**config.mk**
```make
export PLATFORM = sky130hd
export DESIGN_NAME = dsa_alu
export DESIGN_NICKNAME = d
export VERILOG_FILES = /design/src/rtl/dsa_pkg.sv /design/src/rtl/dsa_alu.sv
export SDC_FILE = /design/constraint.sdc
export NUM_CORES = 1
export LEC_CHECK = 0
export BUFFER_PORTS_ARGS = -buffer_cell sky130_fd_sc_hd__buf_2
export CORE_ASPECT_RATIO = 0.6
export CORE_MARGIN = 1.5
export CORE_UTILIZATION = 39
export DETAILED_ROUTE_END_ITERATION = 8
export PLACE_DENSITY = 0.77
export SETUP_SLACK_MARGIN = 0.3
export SLEW_MARGIN = 0
export SYNTH_ARGS = -nofsm -noshare
export SYNTH_HDL_FRONTEND = slang
export SYNTH_SLANG_ARGS = --single-unit
```
**constraint.sdc**
```tcl
create_clock -name vclk -period 10.3
set_input_delay 1.545 -clock vclk [all_inputs]
set_output_delay 1.545 -clock vclk [all_outputs]
set_load 0.005 [all_outputs]
```
**src/rtl/dsa_pkg.sv**
```systemverilog
// Shared types and constants for the descriptor slot allocator.
// Used by dsa_alu, dsa_stack and descriptor_slot_allocator; depends on nothing.
package dsa_pkg;

   localparam int unsigned SLOT_CAPACITY_DEF = 1024;
   localparam int unsigned ADDR_W            = 64;
   localparam int unsigned STRIDE_W          = 13;
   localparam int unsigned LIMIT_W           = 11;
   localparam int unsigned SLOT_INDEX_W      = 10;
   localparam int unsigned STRIDE_IDX_W      = $clog2(STRIDE_W);
   localparam int unsigned CSR_INDEX_W       = 2;

   localparam logic [STRIDE_W-1:0] STRIDE_RESET = STRIDE_W'(32);
   localparam logic [LIMIT_W-1:0]  LIMIT_RESET  = LIMIT_W'(1024);

   typedef enum logic [CSR_INDEX_W-1:0] {
      CSR_CPU_BASE = 2'd0,
      CSR_GPU_BASE = 2'd1,
      CSR_STRIDE   = 2'd2,
      CSR_LIMIT    = 2'd3
   } csr_index_type;

   typedef enum logic [1:0] {
      ST_OK       = 2'd0,
      ST_FULL     = 2'd1,
      ST_OVERFLOW = 2'd2,
      ST_RANGE    = 2'd3
   } status_type;

   localparam logic FUNC_ALLOC = 1'b0;
   localparam logic FUNC_FREE  = 1'b1;

endpackage

```
**src/rtl/dsa_alu.sv**
```systemverilog
// Shared 64-bit add/subtract unit with carry out for the slot allocator.
// Depends on dsa_pkg for the address width.
module dsa_alu
   import dsa_pkg::*;
(
   input  logic [ADDR_W-1:0] opa,
   input  logic [ADDR_W-1:0] opb,
   input  logic              sub,
   output logic [ADDR_W-1:0] result,
   output logic              carry
);

   logic [ADDR_W:0]   sum_w;
   logic [ADDR_W-1:0] opb_w;

   // On subtraction a set carry means opa is not below opb.
   assign opb_w  = sub ? ~opb : opb;
   assign sum_w  = {1'b0, opa} + {1'b0, opb_w} + {{ADDR_W{1'b0}}, sub};
   assign result = sum_w[ADDR_W-1:0];
   assign carry  = sum_w[ADDR_W];

endmodule

```
==> impl_metrics.tcl, run 1 <==
set metrics [dict create \
    rows 30 \
    hold_violations 0 \
    timing.hold.ws_ns 3.37 \
    dr.pass1.iters 5 \
    yosysWarnings 0 \
    synth_seq_area_share 0 \
    clock_buffers 0 \
    dp_hpwl_microns 13100 \
    syn_area_per_cell_sq_um 7.16 \
    rsz0062_at_grt "false" \
    grt_max_degree 65 \
    relSlewSlack 0.331 \
    drc 0 \
    io_pins 194 \
    antenna_found_initial 0 \
    ys_types 71 \
    die_h_microns 86.7 \
    path_max_fanout 64 \
    netlist_instances 636 \
    crit_path_end "carry" \
    drv_slew 0 \
    cp-end-kind "output port" \
    grt-ovfl-total 0 \
    fmax_mhz 145 \
    dr.first_iter.drc_count 346 \
    seq_area_sq_um 0 \
    grt_pass1_vias 4817 \
    crit_start "sub" \
    final_layout_size_suffix_gt1_frac 0.273 \
    status "complete, no violations" \
    synth_area_leaders "ha_1 19%, xor2_1 17%, a21oi_1 9.0%" \
    cts_hold_buf 0 \
    wirelength_microns 15300 \
    hold_class "input port to output port" \
    groute.usage.overall 0.233 \
    port_buffers 194 \
    nFlopsAndLatches 0 \
    critical_path_class "input port to output port" \
    synth_top_area_share 0.190 \
    syn_area_sq_um 4550 \
    postRouteAntennaNets 0 \
    gp_congestion 0.928 \
    post_cts_resized 0 \
    viasPerCell 5.51 \
    yosysTopAreaCell "ha_1" \
    start_util 0.402 \
    worstMarginPinSlew_ns 1.00 \
    setup_viol 0 \
    cts_setup_buffers 0 \
    n_antenna_cell 0 \
    yosys-top-cells-count "86 x xor2_1, 82 x a21oi_1, 69 x ha_1" \
    fin_crit_ns 6.90 \
    die_area_sq_um 12400 \
    cp.required_ns 8.76 \
    period_share 0.670 \
    yosysMostFrequentCell "xor2_1" \
    maxCapViolCount 0 \
    vias 5325 \
    synth_nets 835 \
    areaGrowthSynthToFinish_pct 22.6 \
    cp-start-kind "input port" \
    core_sq_um 11300 \
    crit_arrival_ns 5.36 \
    p_leak_nw 2.78 \
    grt_pass1_wl_microns 23900 \
    die_x_microns 143 \
    post_drt_wl_per_cell_microns 15.8 \
    finalSetupTns_ns 0 \
    num-nets-final 1007 \
    power_density_nw_per_um2 99.5 \
    ir_drop_mv 0.0395 \
]
==> report_power, final <==
part | internal, mW | total (mW) | leakage (nW) | switching [mW]
sequential | 0 | 0 | 0 | 0
combinational | 0.241 | 0.556 | 2.78 | 0.315
clock | 0 | 0 | 0 | 0
==> critical path, stage by stage <==
cell and delay, ns:
buf_4 0.74, xor2_1 0.26, inv_1 0.09, fa_1 0.43
nor2b_1 0.20, o21bai_2 0.12, a2111oi_4 0.35, o2111ai_1 0.21
nand3_1 0.24, a311oi_2 0.16, a211oi_4 0.42, a311oi_2 0.22
a21oi_1 0.18, buf_2 0.12
==> cell families (layout without fill, tap and decap cells) <==
| group | Yosys count | in the layout | synth area share |
|---|---|---|---|
| simple gates | 169 | 169 | 0.182 |
| xor+xnor | 123 | 123 | 0.237 |
| compound gates | 228 | 228 | 0.335 |
| fa+ha+maj | 70 | 70 | 0.194 |
| mux | 2 | 2 | 0.00440 |
| buf+inv | 44 | 214 | 0.0484 |
==> routing by layer <==
metal	GRT usage	vias to the layer above	share of wire	routed length (microns)
met3	0.0376	18	0.092	1400
met4	0.0216	0	0.010	158
met5	0	-	0	0
li1	-	2669	-	-
met1	0.373	2402	0.52	7960
met2	0.327	236	0.38	5760
==> per-stage QoR <==
step | instances | total power, mW | setup WS (ns) | instance area [sq um] | util
global route | 966 | 0.611 | 3.05 | 5580 | 0.492
floorplan | 636 | 0.362 | 4.30 | 4550 | -
detailed placement | 966 | 0.547 | 3.39 | 5580 | 0.492
global placement | 966 | 0.543 | 3.54 | 5580 | 0.492
finish | 966 | 0.556 | 3.40 | 5580 | 0.492
CTS | 966 | 0.550 | 3.39 | 5580 | 0.492
==> cells in the final DEF, fill, tap and decap left out, drive strengths merged, types with 7 or more instances in the layout <==
cell type,netlist,layout
a21o,35,35
a21oi,82,82
a31oi,8,8
and2,7,7
buf,12,194
ha,69,69
inv,20,20
nand2,61,61
nand3,10,10
nand4,15,15
nor2,38,38
nor3,7,7
o21ai,38,38
o21bai,12,12
xnor2,37,37
xor2,86,86
==> worst min path at each step <==
| stage | end | cells past startpoint | startpoint | slack [ns] |
|---|---|---|---|---|
| floorplan | result[0] | 1 | opb[0] | 3.14 |
| global placement | result[0] | 3 | opa[0] | 3.36 |
| detailed placement | result[0] | 3 | opa[0] | 3.37 |
| CTS | result[0] | 3 | opa[0] | 3.37 |
| global route | result[0] | 3 | opa[0] | 3.39 |
| finish | result[0] | 3 | opa[0] | 3.37 |
==> final cells by class <==
type | count | area, sq um
fill | 1248 | 5750
inverter | 20 | 75.1
multi-input combinational | 592 | 4330
tap | 160 | 200
timing repair buffer | 194 | 973
(Power assumes the default switching activity.)
==> inputs of run 2 (changes only) <==
- ABC_AREA: unset -> 1
- PLACE_DENSITY: 0.77 -> 0.74
- clock period: 10.3 -> 6.79 ns (I/O delays scaled with it)
==> run 2 against run 1 <==
  * Die area increased by 32%
  * Count of clock-buffer cells in the layout unchanged
  * Core utilization decreased by 0.47 points
  * Sequential cell count unchanged
  * Synthesized cell count increased by 87%
  * Hold slack got worse by 1.1 ns
  * Worst setup slack got worse by 1.5 ns
  * Non-clock buffer count unchanged
  * Routed wire length increased by 60%
  * Global-route usage increased by 5.7 points
==> impl_metrics.tcl, run 2 <==
set metrics [dict create \
    status "complete, no violations" \
    n_antenna_cell 0 \
    grt_pass1_wl_microns 36400 \
    groute.usage.overall 0.290 \
    cp.required_ns 5.77 \
    port_buffers 194 \
    die_area_sq_um 16300 \
    synth_seq_area_share 0 \
    syn_area_sq_um 6040 \
    cts_setup_buffers 0 \
    hold_class "input port to output port" \
    fmax_mhz 203 \
    dr.first_iter.drc_count 832 \
    antenna_found_initial 0 \
    synth_mux_area_frac 0 \
    rsz0062_at_grt "false" \
    post_drt_wl_per_cell_microns 15.5 \
    core_sq_um 14800 \
    yosys-top-cells-count "446 x nand2_1, 221 x inv_1, 101 x nor2_1" \
    synth_simple_gate_area_frac 0.445 \
    wirelength_microns 24400 \
    crit_arrival_ns 3.90 \
    period_share 0.724 \
    vias 7898 \
    fin_crit_ns 4.92 \
    grt_pass1_vias 6828 \
    syn_area_per_cell_sq_um 5.09 \
    clock_buffers 0 \
    setup_viol 0 \
    ys_types 31 \
    relSlewSlack 0.299 \
    gp_congestion 1.02 \
    seq_area_sq_um 0 \
    final_common_cell "nand2_1" \
    die_x_microns 164 \
    worstMarginPinSlew_ns 1.05 \
    fill_cells 1699 \
    dp_hpwl_microns 22000 \
    ir_drop_mv 0.0630 \
    layout_common_cells "446 x nand2_1, 221 x inv_1, 193 x buf_2" \
    final_layout_size_suffix_gt1_frac 0.173 \
    yosysTopAreaCell "nand2_1" \
    drv_slew 0 \
    yosysMostFrequentCell "nand2_1" \
    synth_area_leaders "nand2_1 28%, ha_1 14%, inv_1 14%" \
    start_util 0.408 \
    postRouteAntennaNets 0 \
    grt_max_degree 65 \
    areaGrowthSynthToFinish_pct 19.5 \
    post_cts_resized 0 \
    cp-end-kind "output port" \
    utilization 0.488 \
    critical_path_class "input port to output port" \
    rows 34 \
    hold_violations 0 \
    path_max_fanout 64 \
    die_h_microns 99.4 \
    viasPerCell 5.02 \
    synth_compound_area_frac 0.125 \
    grt-ovfl-total 0 \
    maxCapViolCount 0 \
    nFlopsAndLatches 0 \
    yosysWarnings 0 \
    netlist_instances 1188 \
    synth_top_area_share 0.277 \
    p_leak_nw 4.46 \
    io_pins 194 \
    drc 0 \
    synth-xor-area-share 0.138 \
    dr.pass1.iters 5 \
    synth_nets 1387 \
    cts_hold_buf 0 \
    power_density_nw_per_um2 136 \
    synthAdderAreaFrac 0.146 \
    cp-start-kind "input port" \
    num-nets-final 1576 \
    finalSetupTns_ns 0 \
    synth_top_family_by_area "simple AND/OR/NAND/NOR gates" \
]
run 2: routing by layer:
layer,track usage,vias to the layer above,wire (microns)
met3,0.0354,8,2920
met5,0,-,0
li1,-,4018,-
met1,0.493,3513,12500
met2,0.383,359,8900
met4,0.0126,0,76
run 2: layout make-up:
class	instances	area, sq um	share of cell area
inverters	224	841	0.116
multi-input cells	957	5160	0.714
well taps	198	248	0.0343
repair buffers	194	973	0.135
run 2: metrics by stage:
| step | setup slack (ns) | power (mW) | hold slack, ns | area (sq um) | instances |
|---|---|---|---|---|---|
| CTS | 1.89 | 0.954 | 2.31 | 7220 | 1573 |
| floorplan | 3.03 | 0.588 | 2.09 | 6040 | 1188 |
| global route | 1.61 | 1.07 | 2.32 | 7220 | 1573 |
| global placement | 1.91 | 0.947 | 2.30 | 7220 | 1573 |
| detailed placement | 1.89 | 0.949 | 2.31 | 7220 | 1573 |
| finish | 1.87 | 0.982 | 2.31 | 7220 | 1573 |
run 2: logic make-up (layout without fill, tap and decap cells):
| logic type | after synthesis | after routing |
|---|---|---|
| xor+xnor | 95 | 95 |
| compound gates | 140 | 140 |
| simple gates | 652 | 652 |
| fa+ha+maj | 70 | 70 |
| buf+inv | 231 | 418 |
run 2: worst paths after layout:
| kind | start | endpoint | slack, ns | cells after the start |
|---|---|---|---|---|
| hold / removal | opa[0] | result[0] | 2.31 | 3 |
| setup / recovery | sub | result[63] | 1.87 | 15 |
run 2: power by group:
group          switching, mW  leakage, nW  total [mW]  internal [mW]
sequential                 0            0           0              0
clock                      0            0           0              0
combinational          0.629         4.46       0.982          0.353
run 2: worst max-delay path, stage by stage:
cell	delay (ns)
buf_4	0.74
xor2_1	0.23
ha_1	0.46
nand2_1	0.18
inv_1	0.12
nand2_2	0.09
nor2_1	0.26
and2_1	0.17
nand2_1	0.06
nand2_2	0.10
nand2_1	0.10
nand2_1	0.07
nand2_1	0.05
nand2_1	0.05
buf_2	0.11
==> inputs of run 3 (changes only) <==
- clock period: 6.79 -> 4.7 ns (I/O delays scaled with it)
==> run 3 against run 2 <==
  * Critical path type unchanged
  * Non-clock buffer count increased by 2
  * First-iteration DRC count decreased by 10%
  * Worst setup slack got worse by 1.3 ns
  * Sequential share of layout area unchanged
==> impl_metrics.tcl, run 3 (synthesized netlist as in run 2, its figures left out) <==
set metrics [dict create \
    cp-end-kind "output port" \
    post_drt_wl_per_cell_microns 15.6 \
    maxCapViolCount 0 \
    areaGrowthSynthToFinish_pct 20.0 \
    dpl_cell_area_sq_um 7250 \
    dp_slack_ns 0.750 \
    postRouteAntennaNets 0 \
    fmax_mhz 245 \
    num-nets-final 1578 \
    core_sq_um 14800 \
    wirelength_microns 24600 \
    grt-ovfl-total 0 \
    rows 34 \
    power_density_nw_per_um2 196 \
    layout_common_cells "446 x nand2_1, 221 x inv_1, 193 x buf_2" \
    io_pins 194 \
    cts_hold_buf 0 \
    final_layout_size_suffix_gt1_frac 0.174 \
    cpMostUsedCell "nand2_1" \
    setup_ws_ns 0.615 \
    setup_viol 0 \
    status "complete, no violations" \
    path_cells "buf_4 -> buf_4 -> xor2_1 -> ha_1 -> nand2_1 -> nor2_1 -> nand2_1 -> nand2_1 -> inv_1 -> nand2_2 -> xor2_1 -> buf_2" \
    finalSetupTns_ns 0 \
    viasPerCell 5.03 \
    rsz0062_at_grt "false" \
    antenna_found_initial 1 \
    crit_arrival_ns 3.38 \
    seq_area_sq_um 0 \
    start_util 0.408 \
    utilization 0.490 \
    dr.first_iter.drc_count 746 \
    nFlopsAndLatches 0 \
    relSlewSlack 0.675 \
    path_max_fanout 23 \
    slowest_delay_ns 0.47 \
    p_leak_nw 4.47 \
    post_cts_resized 0 \
    cp.required_ns 3.99 \
    crit_slowest_cell "ha_1" \
    die_area_sq_um 16300 \
    p_total_mw 1.42 \
    fin_area_sq_um 7250 \
    cts_setup_buffers 0 \
    whs_path_depth 3 \
    hold_class "input port to output port" \
    die_x_microns 164 \
    port_buffers 194 \
    gp_congestion 1.04 \
    grt_pass1_wl_microns 36600 \
    drv_slew 0 \
    critical_path_class "input port to output port" \
    hold_violations 0 \
    grt_pass1_vias 6871 \
    min_to "result[0]" \
    die_h_microns 99.4 \
    ir_drop_mv 0.0813 \
    fin_crit_ns 4.08 \
    grt_max_degree 31 \
    groute.usage.overall 0.292 \
    dr.pass1.iters 5 \
    clock_buffers 0 \
    cp-start-kind "input port" \
    drc 0 \
    period_share 0.869 \
    worstMarginPinSlew_ns 0.487 \
    vias 7931 \
    min-delay-start "opa[0]" \
    final_common_cell "nand2_1" \
    dp_hpwl_microns 22300 \
]
-- run 3: where the power goes --
group | switching (mW) | total [mW] | internal [mW]
registers | 0 | 0 | 0
logic | 0.906 | 1.42 | 0.512
clock network | 0 | 0.0000000285 | 0.0000000285
-- run 3: how the worst max path moves through the flow --
stage | cells after the start | slack [ns] | start | endpoint
final | 12 | 0.62 | sub | result[17]
after global routing | 17 | 0.47 | sub | result[63]
after CTS | 15 | 0.74 | sub | result[53]
after detailed placement | 15 | 0.75 | sub | result[53]
after global placement | 15 | 0.68 | sub | result[53]
after floorplan | 16 | 1.57 | sub | result[61]
-- run 3: routing by layer --
layer / vias to the layer above / part of all wire / global-route usage
li1: 4020 / - / -
met1: 3567 / 0.52 / 0.479
met2: 340 / 0.37 / 0.400
met3: 4 / 0.10 / 0.0484
met4: 0 / 0.0018 / 0.00979
met5: - / 0 / 0
-- run 3: final cells by class --
type / instances / area [sq um]
repair buffers: 196 / 1000
diodes: 1 / 2.50
well taps: 198 / 248
multi-input cells: 957 / 5160
fillers: 1673 / 7550
inverters: 224 / 841
-- run 3: critical path: cells and delay by family --
kind                       cells  cell delay (ns)
xor gates and xnor gates       2             0.47
and+or+nand+nor                5             0.83
adders and majority gates      1             0.47
buffers and inverters          4             0.89
-- run 3: stage by stage --
step / hold slack [ns] / instances
floorplan: 1.46 / 1188
global placement: 1.67 / 1575
detailed placement: 1.68 / 1575
CTS: 1.68 / 1575
global route: 1.69 / 1576
finish: 1.68 / 1576
